**src/hw/rtl/oasa_pkg.sv**
```systemverilog
`default_nettype none

package oasa_pkg;

  // arc point width, fixed by the transaction format
  localparam int unsigned PointW = 9;

  // input transaction
  typedef struct packed {
    logic              new_set;
    logic [PointW-1:0] left_point;
    logic [PointW-1:0] right_point;
  } arc_t;

  // result transaction
  typedef struct packed {
    logic [7:0] shelf;
    logic [7:0] arc_index;
    logic       overflow;
  } res_t;

  // control word fields seen by the datapath
  typedef struct packed {
    logic take;     // input transaction accepted this cycle
    logic clr_en;   // count store clearing sweep
    logic scan_en;  // scan of stored arcs
    logic pfx_en;   // prefix pass over shelves
    logic commit;   // store arc and emit result
    logic ovf;      // emit overflow result
  } ctl_t;

  // datapath status used by the jump conditions
  typedef struct packed {
    logic clr_busy;
    logic full;
    logic scan_busy;
    logic pfx_busy;
  } stat_t;

endpackage

`default_nettype wire

```
**src/hw/rtl/oasa_seq.sv**
```systemverilog
`default_nettype none

module oasa_seq (
  input  logic            clk_i,
  input  logic            rst_ni,
  input  logic            start,
  input  oasa_pkg::stat_t stat_i,
  output oasa_pkg::ctl_t  ctl_o,
  output logic            busy
);
  import oasa_pkg::*;

  typedef enum logic [2:0] {
    C_ALWAYS,
    C_CLR,
    C_IDLE,
    C_FULL,
    C_SCAN,
    C_PFX
  } cond_e;

  typedef struct packed {
    logic       busy;
    logic       latch;
    logic       clr_en;
    logic       scan_en;
    logic       pfx_en;
    logic       commit;
    logic       ovf;
    cond_e      cond;
    logic [2:0] target;
  } uword_t;

  localparam logic [2:0] StClear  = 3'd0;
  localparam logic [2:0] StIdle   = 3'd1;
  localparam logic [2:0] StCheck  = 3'd2;
  localparam logic [2:0] StScan   = 3'd3;
  localparam logic [2:0] StPrefix = 3'd4;
  localparam logic [2:0] StCommit = 3'd5;
  localparam logic [2:0] StOvf    = 3'd6;

  // control store: condition true jumps to target, else falls through
  function automatic uword_t ucode_rom(input logic [2:0] addr);
    uword_t w;
    w = '{busy: 1'b1, latch: 1'b0, clr_en: 1'b0, scan_en: 1'b0, pfx_en: 1'b0,
          commit: 1'b0, ovf: 1'b0, cond: C_ALWAYS, target: StIdle};
    unique case (addr)
      StClear: begin
        w.clr_en = 1'b1;
        w.cond   = C_CLR;
        w.target = StClear;
      end
      StIdle: begin
        w.busy   = 1'b0;
        w.latch  = 1'b1;
        w.cond   = C_IDLE;
        w.target = StIdle;
      end
      StCheck: begin
        w.cond   = C_FULL;
        w.target = StOvf;
      end
      StScan: begin
        w.scan_en = 1'b1;
        w.cond    = C_SCAN;
        w.target  = StScan;
      end
      StPrefix: begin
        w.pfx_en = 1'b1;
        w.cond   = C_PFX;
        w.target = StPrefix;
      end
      StCommit: begin
        w.commit = 1'b1;
      end
      StOvf: begin
        w.ovf = 1'b1;
      end
      default: begin
        w.cond   = C_ALWAYS;
        w.target = StIdle;
      end
    endcase
    return w;
  endfunction

  logic [2:0] step_q, step_d;
  uword_t     uw;
  logic       jump;

  assign uw = ucode_rom(step_q);

  // jump condition select
  always_comb begin
    unique case (uw.cond)
      C_ALWAYS: jump = 1'b1;
      C_CLR:    jump = stat_i.clr_busy;
      C_IDLE:   jump = !start;
      C_FULL:   jump = stat_i.full;
      C_SCAN:   jump = stat_i.scan_busy;
      C_PFX:    jump = stat_i.pfx_busy;
      default:  jump = 1'b1;
    endcase
  end

  assign step_d = jump ? uw.target : step_q + 3'd1;

  // step counter
  always_ff @(posedge clk_i or negedge rst_ni) begin
    if (!rst_ni) begin
      step_q <= StClear;
    end else begin
      step_q <= step_d;
    end
  end

  // control word to datapath
  assign ctl_o.take    = uw.latch & start;
  assign ctl_o.clr_en  = uw.clr_en;
  assign ctl_o.scan_en = uw.scan_en;
  assign ctl_o.pfx_en  = uw.pfx_en;
  assign ctl_o.commit  = uw.commit;
  assign ctl_o.ovf     = uw.ovf;
  assign busy          = uw.busy;

endmodule

`default_nettype wire

```
**config.mk**
```make
export PLATFORM = sky130hd
export DESIGN_NAME = oasa_seq
export DESIGN_NICKNAME = d
export VERILOG_FILES = /design/src/hw/rtl/oasa_pkg.sv /design/src/hw/rtl/oasa_seq.sv
export SDC_FILE = /design/constraint.sdc
export NUM_CORES = 1
export LEC_CHECK = 0
export ABC_CLOCK_PERIOD_IN_PS = 4500
export BUFFER_PORTS_ARGS = -buffer_cell sky130_fd_sc_hd__buf_2
export CAP_MARGIN = 20
export CORE_AREA = 2 2 39 41
export CTS_CLUSTER_SIZE = 28
export DETAILED_ROUTE_END_ITERATION = 10
export DIE_AREA = 0 0 41 43
export HOLD_SLACK_MARGIN = 0.06
export SLEW_MARGIN = 20
export SYNTH_ARGS = -nofsm -noshare
export SYNTH_HDL_FRONTEND = slang
export SYNTH_SLANG_ARGS = --single-unit
export TNS_END_PERCENT = 20
```
**constraint.sdc**
```tcl
create_clock -name clk_i -period 4.5 [get_ports clk_i]
set_input_delay 0.9 -clock clk_i [delete_from_list [all_inputs] [get_ports clk_i]]
set_output_delay 0.9 -clock clk_i [all_outputs]
set_load 0.005 [all_outputs]
```
* Yosys cells after proc, flatten, opt, wreduce, memory -nomap -nowiden *
Index checks and enable logic that the tools add are counted.

word-level totals
  register bits after elaboration = 3
  bits in latches = 0
  memory bits (writable) = 0
  bits in read-only memories = 0
  input bits = 7
  logic and storage cells = 25
  memories = 0

operators by class
  add/subtract/negate cells = 1
  multipliers = 0
  divide/modulo/power cells = 0
  $lt $le $gt $ge = 0
  eq/ne operators = 11
  shift operators = 0
  multiplexer cells = 9
  bitwise logic cells = 1
  reductions and logical operators = 2

operator list
  kind                 number
  $pmux 6 s5           1
  $eq 3x3->1 const B   5
  $eq 3x2->1 const B   4
  $eq 3x1->1 const B   2
  $mux 1               5
  $pmux 1 s5           1
  $add 3x1->3 const B  1
  $logic_not 3->1      1
  $mux 3               1
  $mux 2               1
  $and 1x1->1          1
  $logic_not 1->1      1

* Logic depth before layout (Yosys ltp) *
Gate-level depths: netlist of run 1.

  depth in word-level cells = 5
  depth in mapped cells = 7
  gate-level depth less buffers = 6

* Worst setup path before layout of run 1 *
No wires, ideal clock.

  path type = input port to flip-flop
  start point = input start
  end point = register step_q[0]
  setup time = 125 ps
  data arrival time = 1935 ps
  slack = 2439 ps
  stages = 4
  buffers on the path = 0
  cell sequence = or4b_1 a31oi_2 nor4_2 mux2_4

between the ends
  word-level cells in the longest chain between the ends = 3

RTL lines
  item                    line             source
  start: declaration      oasa_seq.sv:6    input logic start,
  $logic_not 1->1         oasa_seq.sv:98   C_IDLE: jump = !start;
  $pmux 1 s5              oasa_seq.sv:95   unique case (uw.cond)
  $mux 3                  oasa_seq.sv:106  assign step_d = jump ? uw.target : step_q + 3'd1;
  via step_d[0]           oasa_seq.sv:87   logic [2:0] step_q, step_d;
  end signal: assignment  oasa_seq.sv:111  step_q <= StClear;
  end signal: assignment  oasa_seq.sv:113  step_q <= step_d;
  end: declaration        oasa_seq.sv:87

The timed path passes the listed nets, and every way through them passes these cells.

==> results.json, run 1 <==
{
  "syn_avg_cell_area_sq_um": 8.53,
  "p_per_area_nw_per_um2": 771,
  "setup_viol": 0,
  "status": "finished, final reports clean",
  "synth_cell_types": 25,
  "final_nets": 73,
  "cts.clk_slew.worst_paths_ns": 0.04,
  "power_uw": 371,
  "cts_resized": 0,
  "drive_above_1_share": 0.383,
  "yosys.area_share.simple": 0.333,
  "dieArea_sq_um": 1760,
  "yosys.area.top_type": "dfrtp_1",
  "ys_seq_area_frac": 0.200,
  "core_area_sq_um": 1380,
  "async_flop_share": 1.00,
  "drc": 0,
  "hpwl_um": 650,
  "cp_data_arrival_time_ns": 1.38,
  "maxCapViolations": 0,
  "die_h_um": 43,
  "grt_pass1_vias": 319,
  "cp.required_ns": 3.60,
  "num_vias": 359,
  "insertion_delay_ns": 0.23,
  "wire_per_inst_um": 10.6,
  "critical_path.startpoint_type": "flop",
  "finalHoldViolCount": 0,
  "route.met2.wl_um": 362,
  "row_count": 14,
  "fmax_mhz": 439,
  "p_leak_nw": 0.254,
  "ys_top_cells_by_count": "ha_1 (5), inv_1 (4), nand2_1 (4), nor2_1 (4), dfrtp_1 (3)",
  "synth_nets": 56,
  "multiInputGateArea_sq_um": 280,
  "synth_xor_area_frac": 0,
  "synth_fa_ha_area_frac": 0.167,
  "ys.flop_type": "dfrtp_1",
  "worstHoldPathType": "input port to async pin",
  "syn_area_sq_um": 375,
  "synth_top_cell_area_share": 0.200,
  "period_share": 0.506,
  "grt_usage": 0.116,
  "cts_buffer_depth": 2,
  "critPathMaxFanout": 8,
  "hold_buffers": 0,
  "cts-root-buf": "clkbuf_4",
  "seq_area_sq_um": 75.1,
  "rsz0062_at_grt": "no",
  "ioPinCount": 14,
  "first_iter_violations": 6,
  "fill_cells": 151,
  "cts.sinks": 3,
  "cts_max_level": 1,
  "met1_length_um": 377,
  "drt_wl_total_um": 805,
  "tightest_slew_ns": 0.387,
  "fin_crit_ns": 2.28,
  "crit_path_end_kind": "output pin",
  "regMostFlops": "step_q",
  "report.final.slew_viol_count": 0,
  "overflow": 0,
  "largest_register_ffs": 3,
  "synth_compound_area_frac": 0.153,
  "ant_nets": 0,
  "numCtsBuffers": 3,
  "cts_tree": "yes",
  "wl_met3_um": 55,
  "ys_warn_count": 0,
  "synth_edf_count": 0,
  "synthCells": 44,
  "fin_worst_skew_ns": 0.00549,
  "synth_top_family_by_area": "simple AND/OR/NAND/NOR gates",
  "grt_max_degree": 14,
  "synth.area.top_cells": "dfrtp_1 (20%), ha_1 (17%), mux2i_1 (5.3%)",
  "highest_layer": "met4",
  "ir_drop_v": 0.000296,
  "synthMuxAreaShare": 0.0933,
  "synthMostInstantiatedCell": "ha_1",
  "dr.pass1.iters": 4,
  "crit_type": "flop to output pin",
  "postCtsSetupBuffers": 0,
  "grt_pass1_wl_um": 1350,
  "reg_top3": "step_q x3",
  "ys_seq_elements": 3,
  "start_util": 0.271,
  "max_slew_margin": 0.741,
  "post_drt_via_cell_ratio": 4.72,
  "place.gp.congestion": 0.755,
  "areaGrowthSynthToFinish_pct": 28.3,
  "tns_ns": 0,
  "antenna_found_initial": 0,
  "die_w_um": 41,
  "portBuffers": 13,
  "diodes": 0
}
-- power by group --
part | switching (mW) | internal, mW | total (mW)
logic | 0.127 | 0.138 | 0.264
clock network | 0.0131 | 0.0331 | 0.0462
registers | 0.0189 | 0.0420 | 0.0609
-- final cells by class --
class | count | share of cell area
multi-input cells | 36 | 0.582
flip-flops and latches | 3 | 0.156
repair buffers | 13 | 0.135
clock buffers | 4 | 0.0545
well taps | 16 | 0.0416
inverters | 4 | 0.0312
-- routing by layer --
layer | global-route usage | vias to the layer above
met3 | 0.0785 | 2
met5 | 0 | -
met4 | 0.0400 | 0
li1 | - | 187
met1 | 0.139 | 158
met2 | 0.159 | 12
-- through the flow --
step | instances | util | hold WS (ns) | area (sq um) | worst slack (ns)
2_1_floorplan | 44 | - | 0.589 | 375 | 2.44
3_3_place_gp | 72 | 0.329 | 0.646 | 455 | 2.29
3_5_place_dp | 72 | 0.329 | 0.647 | 455 | 2.29
4_1_cts | 76 | 0.348 | 0.448 | 482 | 2.20
5_1_grt | 76 | 0.348 | 0.451 | 482 | 2.11
6_report | 76 | 0.348 | 0.457 | 482 | 2.22
-- worst max-delay path: stages (launching register included) --
cell and delay, ns:
dfrtp_1 0.41, inv_1 0.11, ha_1 0.32, and2_1 0.19, buf_2 0.11
-- cell usage in the layout, fill, tap and decap left out --
cell type,count
or4_1,1
nand2b_1,2
a21boi_0,1
dfrtp_1,3
nor4_2,1
and2_2,1
o32ai_1,1
ha_1,5
a21oi_1,1
and3_2,1
buf_2,13
o21ai_0,1
nor3_1,1
or4b_1,1
and2_1,2
inv_1,4
clkbuf_4,3
nor2b_1,2
nand2_1,4
o221a_2,1
o21bai_1,1
nor2_1,4
mux2_4,1
clkbuf_1,1
or3_2,1
a31oi_2,1
mux2i_1,2
-- path summary, 6_finish.rpt --
path                                 from   endpoint  cells after the start  slack (ns)
max in group asynchronous          rst_ni  step_q[1]                      1        3.93
worst max register to register  step_q[2]  step_q[0]                      6        2.33
worst min-delay path               rst_ni  step_q[0]                      1        0.46
worst max-delay path            step_q[0]   ctl_o[2]                      4        2.22
worst min register to register  step_q[0]  step_q[0]                      2        0.65
min in group clk_i              step_q[0]  step_q[0]                      2        0.65
-- logic make-up (layout without fill, tap and decap cells) --
group,after synthesis,in the layout
simple gates,21,21
compound gates,7,7
fa+ha+maj,5,5
buf+inv,5,21
mux,3,3
flops,3,3
Note: power is estimated with default switching activity, not from simulation.
==> inputs of run 2 (changes only) <==
--- a/config.mk
+++ b/config.mk
@@ -5,7 +5,8 @@
 export SDC_FILE = /design/constraint.sdc
 export NUM_CORES = 1
 export LEC_CHECK = 0
-export ABC_CLOCK_PERIOD_IN_PS = 4500
+export ABC_AREA = 1
+export ABC_CLOCK_PERIOD_IN_PS = 2009
 export BUFFER_PORTS_ARGS = -buffer_cell sky130_fd_sc_hd__buf_2
 export CAP_MARGIN = 20
 export CORE_AREA = 2 2 39 41
==> constraint.sdc (replaced) <==
create_clock -name clk_i -period 2.01 [get_ports clk_i]
set_input_delay 0.402 -clock clk_i [delete_from_list [all_inputs] [get_ports clk_i]]
set_output_delay 0.402 -clock clk_i [all_outputs]
set_load 0.005 [all_outputs]
==> run 2 against run 1 <==
Net effect:
- die area did not move
- register-to-register slack got worse by 1.9 ns
- wire length rose by 0.87%
- clock-buffer cell count did not move
- final cell count rose by 24%
- flip-flop and latch count did not move
- area after synthesis rose by 2.3%
==> results.json, run 2 <==
{
  "status": "finished, final reports clean",
  "cp_common_cell": "inv_1",
  "drc": 0,
  "period_share": 0.927,
  "power_uw": 898,
  "finalHoldViolCount": 0,
  "layout_common_cells": "nand2_1 (14), buf_2 (13), inv_1 (12), nand2_2 (6)",
  "cts_resized": 0,
  "wire_per_inst_um": 8.64,
  "fin_worst_skew_ns": 0.000387,
  "hpwl_um": 681,
  "fin_crit_ns": 1.86,
  "core_area_sq_um": 1380,
  "place_ws_ns": 0.376,
  "cp_data_arrival_time_ns": 1.46,
  "pwr-share-clk": 0.116,
  "max_slew_margin": 0.815,
  "drive_above_1_share": 0.372,
  "cp.required_ns": 1.61,
  "grt_pass1_wl_um": 1390,
  "insertion_delay_ns": 0.23,
  "synth_nets": 72,
  "yosys.area.top_type": "dfrtp_1",
  "fin_util": 0.365,
  "numCtsBuffers": 3,
  "cpPeakStageDelay_ns": 0.39,
  "die_h_um": 43,
  "final_nets": 91,
  "crit_chain": "inv_1 > ha_1 > inv_1 > nor2_1 > buf_2",
  "overflow": 0,
  "maxCapViolations": 0,
  "fin_ws_ns": 0.147,
  "cp_top_family": "flip-flops",
  "ys.flop_type": "dfrtp_1",
  "intPower_uw": 426,
  "diodes": 0,
  "highest_layer": "met3",
  "cts.sinks": 3,
  "fmax_mhz": 537,
  "final_common_cell": "nand2_1",
  "ys_top_cells_by_count": "nand2_1 (14), inv_1 (12), nand2_2 (6)",
  "seq_area_sq_um": 75.1,
  "post_drt_via_cell_ratio": 4.22,
  "wl_met3_um": 20,
  "critPathMaxFanout": 4,
  "switchingPower_uw": 472,
  "regMostFlops": "step_q",
  "p_sw_frac": 0.526,
  "ys_warn_count": 0,
  "synthMostInstantiatedCell": "nand2_1",
  "grt_max_degree": 8,
  "ant_nets": 0,
  "route.met2.wl_um": 449,
  "first_iter_violations": 9,
  "ys_seq_area_frac": 0.195,
  "critical_path.startpoint_type": "flop",
  "synth_edf_count": 0,
  "drt_wl_total_um": 812,
  "syn_avg_cell_area_sq_um": 6.40,
  "row_count": 14,
  "grt_usage": 0.118,
  "crit_path_end_kind": "output pin",
  "synth_top_cell_area_share": 0.195,
  "cts.clk_slew.worst_paths_ns": 0.04,
  "ioPinCount": 14,
  "cp_num_buf_inv": 3,
  "report.final.slew_viol_count": 0,
  "pwr-share-comb": 0.744,
  "tightest_slew_ns": 0.277,
  "synth_cell_types": 14,
  "multiInputGateArea_sq_um": 253,
  "dieArea_sq_um": 1760,
  "cts-root-buf": "clkbuf_4",
  "portBuffers": 13,
  "setup_viol": 0,
  "num_vias": 397,
  "met1_length_um": 342,
  "p_per_area_nw_per_um2": 1780,
  "areaGrowthSynthToFinish_pct": 31.6,
  "crit_type": "flop to output pin",
  "ir_drop_v": 0.000846,
  "fill_cells": 157,
  "start_util": 0.278,
  "synthCells": 60,
  "cts_buffer_depth": 2,
  "place.gp.congestion": 0.762,
  "rsz0062_at_grt": "no",
  "largest_register_ffs": 3,
  "p_seq_frac": 0.140,
  "crit_path_top_delay_cell": "dfrtp_1",
  "antenna_found_initial": 0,
  "p_leak_nw": 0.332,
  "cts_tree": "yes",
  "worstHoldPathType": "input port to async pin",
  "ys_seq_elements": 3,
  "dr.pass1.iters": 4,
  "syn_area_sq_um": 384,
  "die_w_um": 41,
  "tns_ns": 0,
  "async_flop_share": 1.00,
  "reg_top3": "step_q x3",
  "synth.area.top_cells": "dfrtp_1 (20%), ha_1 (16%), nand2_1 (14%)",
  "grt_pass1_vias": 367,
  "cts_max_level": 1
}
## run 2: final timing paths
path,startpoint,endpoint,cells past startpoint,slack [ns]
max reg2reg,step_q[0],step_q[2],12,0.40
min,rst_ni,step_q[1],2,0.51
max,step_q[0],ctl_o[4],5,0.15
max in group asynchronous,rst_ni,step_q[0],2,1.40
min reg2reg,step_q[0],step_q[0],3,0.66
min in group clk_i,stat_i[3],step_q[1],6,0.64
## run 2: kinds of logic after synthesis
logic type	count (synthesis)	share of synthesized area
compound gates	4	0.0717
fa+ha+maj	5	0.163
buf+inv	15	0.147
flops	3	0.195
simple gates	33	0.423
## run 2: metal layers
layer | track usage | vias to the layer above
li1 | - | 214
met1 | 0.135 | 178
met2 | 0.188 | 5
met3 | 0.0314 | 0
met4 | 0.0600 | 0
met5 | 0 | -
## run 2: cell type report
class                      count  share of cell area
multi-input combinational     42               0.500
tap                           16              0.0396
clock buffer                   4              0.0520
sequential                     3               0.149
inverter                      15               0.111
timing repair buffer          14               0.149
## run 2: worst register-to-register path, delay by kind of cell (launching register included)
| kind | cells | cell delay (ns) |
|---|---|---|
| and+or+nand+nor | 8 | 0.69 |
| buffers and inverters | 3 | 0.18 |
| adders and majority gates | 1 | 0.25 |
| DFF | 1 | 0.37 |
## run 2: through the flow
| stage | instances | instance area [sq um] | hold slack [ns] |
|---|---|---|---|
| 5_1_grt | 94 | 505 | 0.501 |
| 6_report | 94 | 505 | 0.509 |
| 3_5_place_dp | 89 | 469 | 0.198 |
| 4_1_cts | 94 | 505 | 0.485 |
| 2_1_floorplan | 60 | 384 | 0.106 |
| 3_3_place_gp | 89 | 469 | 0.198 |
## run 2: timing repair
action | in CTS | in global routing
buffers inserted | 0 | 0
hold buffers | 1 | 0
setup endpoints to repair | 0 | 0
endpoints found under the hold margin | 3 | 0
## run 2: power by group through the flow
stage               Sequential (mW)  Combinational, mW  Clock [mW]
global route                  0.130              0.766       0.121
finish                        0.126              0.669       0.104
global placement              0.126              0.663           0
CTS                           0.127              0.679       0.111
detailed placement            0.128              0.676           0
floorplan                     0.120              0.525           0
